**src/tilt_compensated_compass_assert.svh**
```systemverilog
// ----------------------------------------------------------------------------
// Tilt-compensated compass assertion macros
// Clocked assertion macros used by the compass top-level RTL file.
// ----------------------------------------------------------------------------
`ifndef TILT_COMPENSATED_COMPASS_ASSERT_SVH
`define TILT_COMPENSATED_COMPASS_ASSERT_SVH

`ifndef ASSERT_OFF

`define TCC_ASSERT_ALWAYS(lbl, clk, rst, expr) \
   lbl: assert property (@(posedge clk) disable iff (rst) (expr)) \
      else $error("compass assertion failed");

`define TCC_ASSERT_IMPLIES(lbl, clk, rst, ante, cons) \
   lbl: assert property (@(posedge clk) disable iff (rst) (ante) |-> (cons)) \
      else $error("compass assertion failed");

`define TCC_ASSERT_NEXT(lbl, clk, rst, ante, cons) \
   lbl: assert property (@(posedge clk) disable iff (rst) (ante) |=> (cons)) \
      else $error("compass assertion failed");

`else

`define TCC_ASSERT_ALWAYS(lbl, clk, rst, expr)
`define TCC_ASSERT_IMPLIES(lbl, clk, rst, ante, cons)
`define TCC_ASSERT_NEXT(lbl, clk, rst, ante, cons)

`endif

`endif

```
**src/tcc_pkg.sv**
```systemverilog
// ----------------------------------------------------------------------------
// Tilt-compensated compass package
// Widths, fixed-point constants and the CORDIC arctangent table.
// ----------------------------------------------------------------------------
package tcc_pkg;

   localparam int SAMPLE_BITS_DEFAULT   = 16;
   localparam int ANGLE_BITS_DEFAULT    = 16;
   localparam int CORDIC_STAGES_DEFAULT = 16;

   localparam int DATA_WIDTH  = 64;
   localparam int ZW          = 34;
   localparam int TRIG_WIDTH  = 34;
   localparam int TRIG_FRAC   = 28;
   localparam int GAIN_SHIFT  = 30;

   localparam logic [29:0] INV_GAIN_Q30 = 30'd652032874;
   localparam logic [29:0] INV_GAIN_Q28 = 30'd163008219;
   localparam logic [30:0] QUARTER_TURN = 31'd1073741824;

   function automatic logic [31:0] atan_entry(input int unsigned idx);
      logic [31:0] v;
      case (idx)
         0:  v = 32'd536870912;
         1:  v = 32'd316933406;
         2:  v = 32'd167458907;
         3:  v = 32'd85004756;
         4:  v = 32'd42667331;
         5:  v = 32'd21354465;
         6:  v = 32'd10679838;
         7:  v = 32'd5340245;
         8:  v = 32'd2670163;
         9:  v = 32'd1335087;
         10: v = 32'd667544;
         11: v = 32'd333772;
         12: v = 32'd166886;
         13: v = 32'd83443;
         14: v = 32'd41722;
         15: v = 32'd20861;
         16: v = 32'd10430;
         17: v = 32'd5215;
         18: v = 32'd2608;
         19: v = 32'd1304;
         20: v = 32'd652;
         21: v = 32'd326;
         22: v = 32'd163;
         23: v = 32'd81;
         24: v = 32'd41;
         25: v = 32'd20;
         26: v = 32'd10;
         27: v = 32'd5;
         28: v = 32'd3;
         29: v = 32'd1;
         30: v = 32'd1;
         default: v = 32'd0;
      endcase
      return v;
   endfunction

endpackage

```
**src/tcc_rotate.sv**
```systemverilog
// ----------------------------------------------------------------------------
// Rotation CORDIC pipeline
// Produces cosine and sine in Q28 of a binary angle, one stage per iteration.
// ----------------------------------------------------------------------------
module tcc_rotate #(
   parameter int STAGES    = tcc_pkg::CORDIC_STAGES_DEFAULT,
   parameter int SIDE_BITS = 1
) (
   input  logic                                    clock,
   input  logic                                    reset,
   input  logic                                    en,
   input  logic                                    in_valid,
   input  logic signed [tcc_pkg::ZW-1:0]           in_z,
   input  logic        [SIDE_BITS-1:0]             in_side,
   output logic                                    out_valid,
   output logic signed [tcc_pkg::TRIG_WIDTH-1:0]   out_c,
   output logic signed [tcc_pkg::TRIG_WIDTH-1:0]   out_s,
   output logic        [SIDE_BITS-1:0]             out_side
);
   localparam int TW = tcc_pkg::TRIG_WIDTH;
   localparam int ZW = tcc_pkg::ZW;
   localparam logic signed [TW-1:0] X_START = TW'(tcc_pkg::INV_GAIN_Q28);

   logic                 valid_ff [0:STAGES];
   logic signed [TW-1:0] x_ff     [0:STAGES];
   logic signed [TW-1:0] y_ff     [0:STAGES];
   logic signed [ZW-1:0] z_ff     [0:STAGES];
   logic [SIDE_BITS-1:0] side_ff  [0:STAGES];

   always_ff @(posedge clock) begin
      if (reset) begin
         valid_ff[0] <= 1'b0;
      end else if (en) begin
         valid_ff[0] <= in_valid;
      end
   end

   always_ff @(posedge clock) begin
      if (en) begin
         x_ff[0]    <= X_START;
         y_ff[0]    <= '0;
         z_ff[0]    <= in_z;
         side_ff[0] <= in_side;
      end
   end

   for (genvar i = 0; i < STAGES; i++) begin : g_iter
      localparam logic signed [ZW-1:0] ATAN = ZW'(tcc_pkg::atan_entry(i));
      logic signed [TW-1:0] x_nx;
      logic signed [TW-1:0] y_nx;
      logic signed [ZW-1:0] z_nx;

      always_comb begin
         if (z_ff[i] >= 0) begin
            x_nx = x_ff[i] - (y_ff[i] >>> i);
            y_nx = y_ff[i] + (x_ff[i] >>> i);
            z_nx = z_ff[i] - ATAN;
         end else begin
            x_nx = x_ff[i] + (y_ff[i] >>> i);
            y_nx = y_ff[i] - (x_ff[i] >>> i);
            z_nx = z_ff[i] + ATAN;
         end
      end

      always_ff @(posedge clock) begin
         if (reset) begin
            valid_ff[i+1] <= 1'b0;
         end else if (en) begin
            valid_ff[i+1] <= valid_ff[i];
         end
      end

      always_ff @(posedge clock) begin
         if (en) begin
            x_ff[i+1]    <= x_nx;
            y_ff[i+1]    <= y_nx;
            z_ff[i+1]    <= z_nx;
            side_ff[i+1] <= side_ff[i];
         end
      end
   end

   assign out_valid = valid_ff[STAGES];
   assign out_c     = x_ff[STAGES];
   assign out_s     = y_ff[STAGES];
   assign out_side  = side_ff[STAGES];

endmodule

```
**config.mk**
```make
export PLATFORM = sky130hd
export DESIGN_NAME = tcc_rotate
export DESIGN_NICKNAME = d
export VERILOG_FILES = /design/src/tilt_compensated_compass_assert.svh /design/src/tcc_pkg.sv /design/src/tcc_rotate.sv
export SDC_FILE = /design/constraint.sdc
export NUM_CORES = 2
export LEC_CHECK = 0
export BUFFER_PORTS_ARGS = -buffer_cell sky130_fd_sc_hd__buf_2
export CAP_MARGIN = 15
export CORE_ASPECT_RATIO = 1.1
export CORE_MARGIN = 1.5
export CORE_UTILIZATION = 25
export CTS_CLUSTER_DIAMETER = 200
export DETAILED_ROUTE_END_ITERATION = 16
export MAX_ROUTING_LAYER = met4
export PLACE_DENSITY = 0.49
export SYNTH_ARGS = -nofsm -noshare
export SYNTH_HDL_FRONTEND = slang
export SYNTH_SLANG_ARGS = --single-unit
export TNS_END_PERCENT = 100
```
**constraint.sdc**
```tcl
create_clock -name clock -period 7.6 [get_ports clock]
set_clock_uncertainty 0.1 [all_clocks]
set_input_delay 0.38 -clock clock [delete_from_list [all_inputs] [get_ports clock]]
set_output_delay 0.38 -clock clock [all_outputs]
set_load 0.05 [all_outputs]
```
==> flow_metrics.tcl <==
set metrics [dict create \
    status "completed" \
    path_clk_slew_ns 0.06 \
    hp-start "in_side" \
    hpwl_mm 268.3 \
    min_to "side_ff[0]$_DFFE_PP_" \
    drtAntennaViolNets 0 \
    yosys.area_share.adder 0.1452 \
    dp.cells 20000 \
    worstReg2RegEnd "x_ff[0][542]$_DFFE_PP_" \
    wl_mm 331.2 \
    gp_congestion 0.9268 \
    drtIter0Drc 3991 \
    drive_gt1_frac 0.04856 \
    cp.arrival_ns 6.80 \
    worstPathCellList "inv_1 > ha_1 > nor4b_1 > nand4_1 > nor4_1 > and4_1 > nor2_4 > buf_4 > o21ai_0 > fa_1 > nor2b_1 > o21ai_1 > a21oi_1 > o41a_1 > a211oi_1 > o21ai_1 > a31oi_1 > a31oi_1 > o31ai_1 > nand2b_1 > a311o_1" \
    cpMaxStageDelayCell "a211oi_1" \
    fp-row-count 276 \
    slew_viol_final 0 \
    grt_pass1_vias 96010 \
    achievable-frequency_mhz 158.7 \
    synth-edff-count 1558 \
    crit_required_ns 8.10 \
    synth_area_um2 128600 \
    synthFlopType "edfxtp_1" \
    ctsResizeCount 0 \
    initial_core_util 0.2507 \
    final_cells 20430 \
    grt_pass1_wl_mm 517.2 \
    dieArea_um2 518600 \
    cts_buffer_depth 4 \
    core_um2 512800 \
    r2r_setup_slack_ns 1.30 \
    fill_cells 53990 \
    hold_violations 0 \
    synth_area_leader_cell "edfxtp_1" \
    synth_top_family_by_area "compound AO/OA/AOI/OAI gates" \
    clock_sinks 1558 \
    clock_latency_ns 0.95 \
    syn_avg_cell_area_um2 9.708 \
    slowest_delay_ns 0.64 \
    hold_buffers 73 \
    postCtsSetupRepairBufs 0 \
    synth_compound_area_frac 0.1950 \
    hold_depth 2 \
    yosysUniqueCellTypes 109 \
    ys_ff_latch 1558 \
    synth_top_area_share 0.3639 \
    yosys.area_share.simple 0.1368 \
    max-slew-margin-rel 0.2326 \
    reg2regPathDepth 21 \
    grt_antenna_before_repair 1 \
    finalCritPeriodShare 0.8289 \
    grt_usage 0.1257 \
    first_pass_iters 5 \
    layout.nets 14960 \
    ys_seq_area_frac 0.3639 \
    pin_count 109 \
    cts_tree "yes" \
    num_vias 95830 \
    areaGrowthSynthToFinish_pct 12.29 \
    die_y_um 755.1 \
    start_kind "flip-flop" \
    rr_startpoint "z_ff[0][509]$_DFFE_PP_" \
    rsz0062_at_grt "no" \
    fin_crit_ns 6.300 \
    cp-end-kind "flip-flop" \
    cts_root_buffer "clkbuf_16" \
    tightest_slew_ns 1.122 \
    cts_made_buffers 195 \
    worstSetupPathType "reg -> reg" \
    yosys_warnings 0 \
    overflow 0 \
    synthCells 13240 \
    setup-violations-final 0 \
    final.setup.tns_ns 0 \
    multi_input_area_um2 78340 \
    wl_per_cell_um 16.22 \
    drc 0 \
    htree_levels 4 \
    grt_max_degree 169 \
    seq_area_um2 46780 \
    drv_cap 0 \
    worstPathMaxFanout 32 \
    hold_path.class "in -> reg" \
    synthTopCellsByArea "edfxtp_1 36%, ha_1 14%, xnor2_1 8.5%" \
    vias_per_cell 4.692 \
    port-buffer-count 108 \
    yosys-mux-area-fraction 0.005781 \
    die_x_um 686.8 \
    async_flop_share 0 \
    synth-xor-area-share 0.1258 \
]
==> layout by cell type, fill, tap and decap left out, drive strengths merged, types with 160 or more instances in the layout <==
cell,count
nand2,741
a21oi,1184
nor2,929
nand3,235
nand2b,236
nor2b,173
a21o,600
xnor2,1243
nor3,344
inv,641
ha,1418
o21a,208
edfxtp,1558
xor2,603
buf,180
nor4,160
o31ai,179
clkbuf,213
o21bai,185
o21ai,799
==> routing by layer <==
metal,wire (um),track usage
met1,128800,0.1243
met2,177700,0.2446
met3,7170,0.01180
met4,17500,0.05976
met5,0,-
==> stage by stage <==
step	utilization	setup slack, ns	area [um2]	hold WS [ns]
4_1_cts	0.2815	1.206	144400	0.005487
6_report	0.2815	1.300	144400	0.1208
3_5_place_dp	0.2676	1.221	137200	0.3057
2_1_floorplan	-	2.239	128600	0.3003
3_3_place_gp	0.2676	1.212	137200	0.3006
5_1_grt	0.2815	0.7735	144400	0.06897
==> registers in the layout, summed over array words and instances, names as in the netlist <==
name / flops
x_ff: 502
side_ff: 17
z_ff: 511
valid_ff: 17
y_ff: 511
==> synth_stat cells (all sizes together) (96+ instances only) <==
cell and count:
or3 144, a211oi 106, nand2b 236, o31ai 179, nand3 235, o21ai 799, clkbuf 142, nor4 160
nor2 929, xnor2 1243, buf 98, o21a 208, a21o 600, nor2b 173, nor3 344, o21bai 185
inv 628, a21oi 1184, xor2 603, nand4 96, ha 1418, edfxtp 1558, nand2 741, and3 113
==> cell type report <==
class	count	area share
Clock buffer	213	0.03427
Timing Repair Buffer	253	0.01335
Multi-Input combinational cell	10810	0.5426
Antenna cell	1	0.00001733
Sequential cell	1558	0.3241
Inverter	633	0.01647
Clock inverter	142	0.01018
Tap cell	6811	0.05903
==> kinds of logic after synthesis <==
group / count (synthesis)
AO/OA/AOI/OAI: 3917
XOR/XNOR: 1846
adder cells (fa/ha/maj): 1464
buffers and inverters: 873
flip-flops: 1558
multiplexers: 70
other: 1
AND/OR/NAND/NOR: 3515
==> how the worst max path moves through the flow <==
stage | endpoint | slack [ns] | depth (start not counted) | from
after floorplan | y_ff[0][134]$_DFFE_PP_ | 2.24 | 22 | z_ff[0][101]$_DFFE_PP_
after global placement | x_ff[0][336]$_DFFE_PP_ | 1.21 | 21 | z_ff[0][298]$_DFFE_PP_
after detailed placement | x_ff[0][542]$_DFFE_PP_ | 1.22 | 21 | z_ff[0][509]$_DFFE_PP_
after CTS | x_ff[0][336]$_DFFE_PP_ | 1.21 | 21 | z_ff[0][298]$_DFFE_PP_
after global routing | y_ff[0][339]$_DFFE_PP_ | 0.77 | 21 | z_ff[0][298]$_DFFE_PP_
final | x_ff[0][542]$_DFFE_PP_ | 1.30 | 21 | z_ff[0][509]$_DFFE_PP_
==> worst max-delay path, delay by kind of cell, from the launching register on <==
kind            cells  cell delay [ns]
simple gates        7             1.41
compound gates     10             3.30
fa+ha+maj           2             0.45
buf+inv             2             0.40
flops               1             0.39
Power is not shown: default switching activity piles up to over one toggle a cycle in this logic, so the estimate is an artifact.
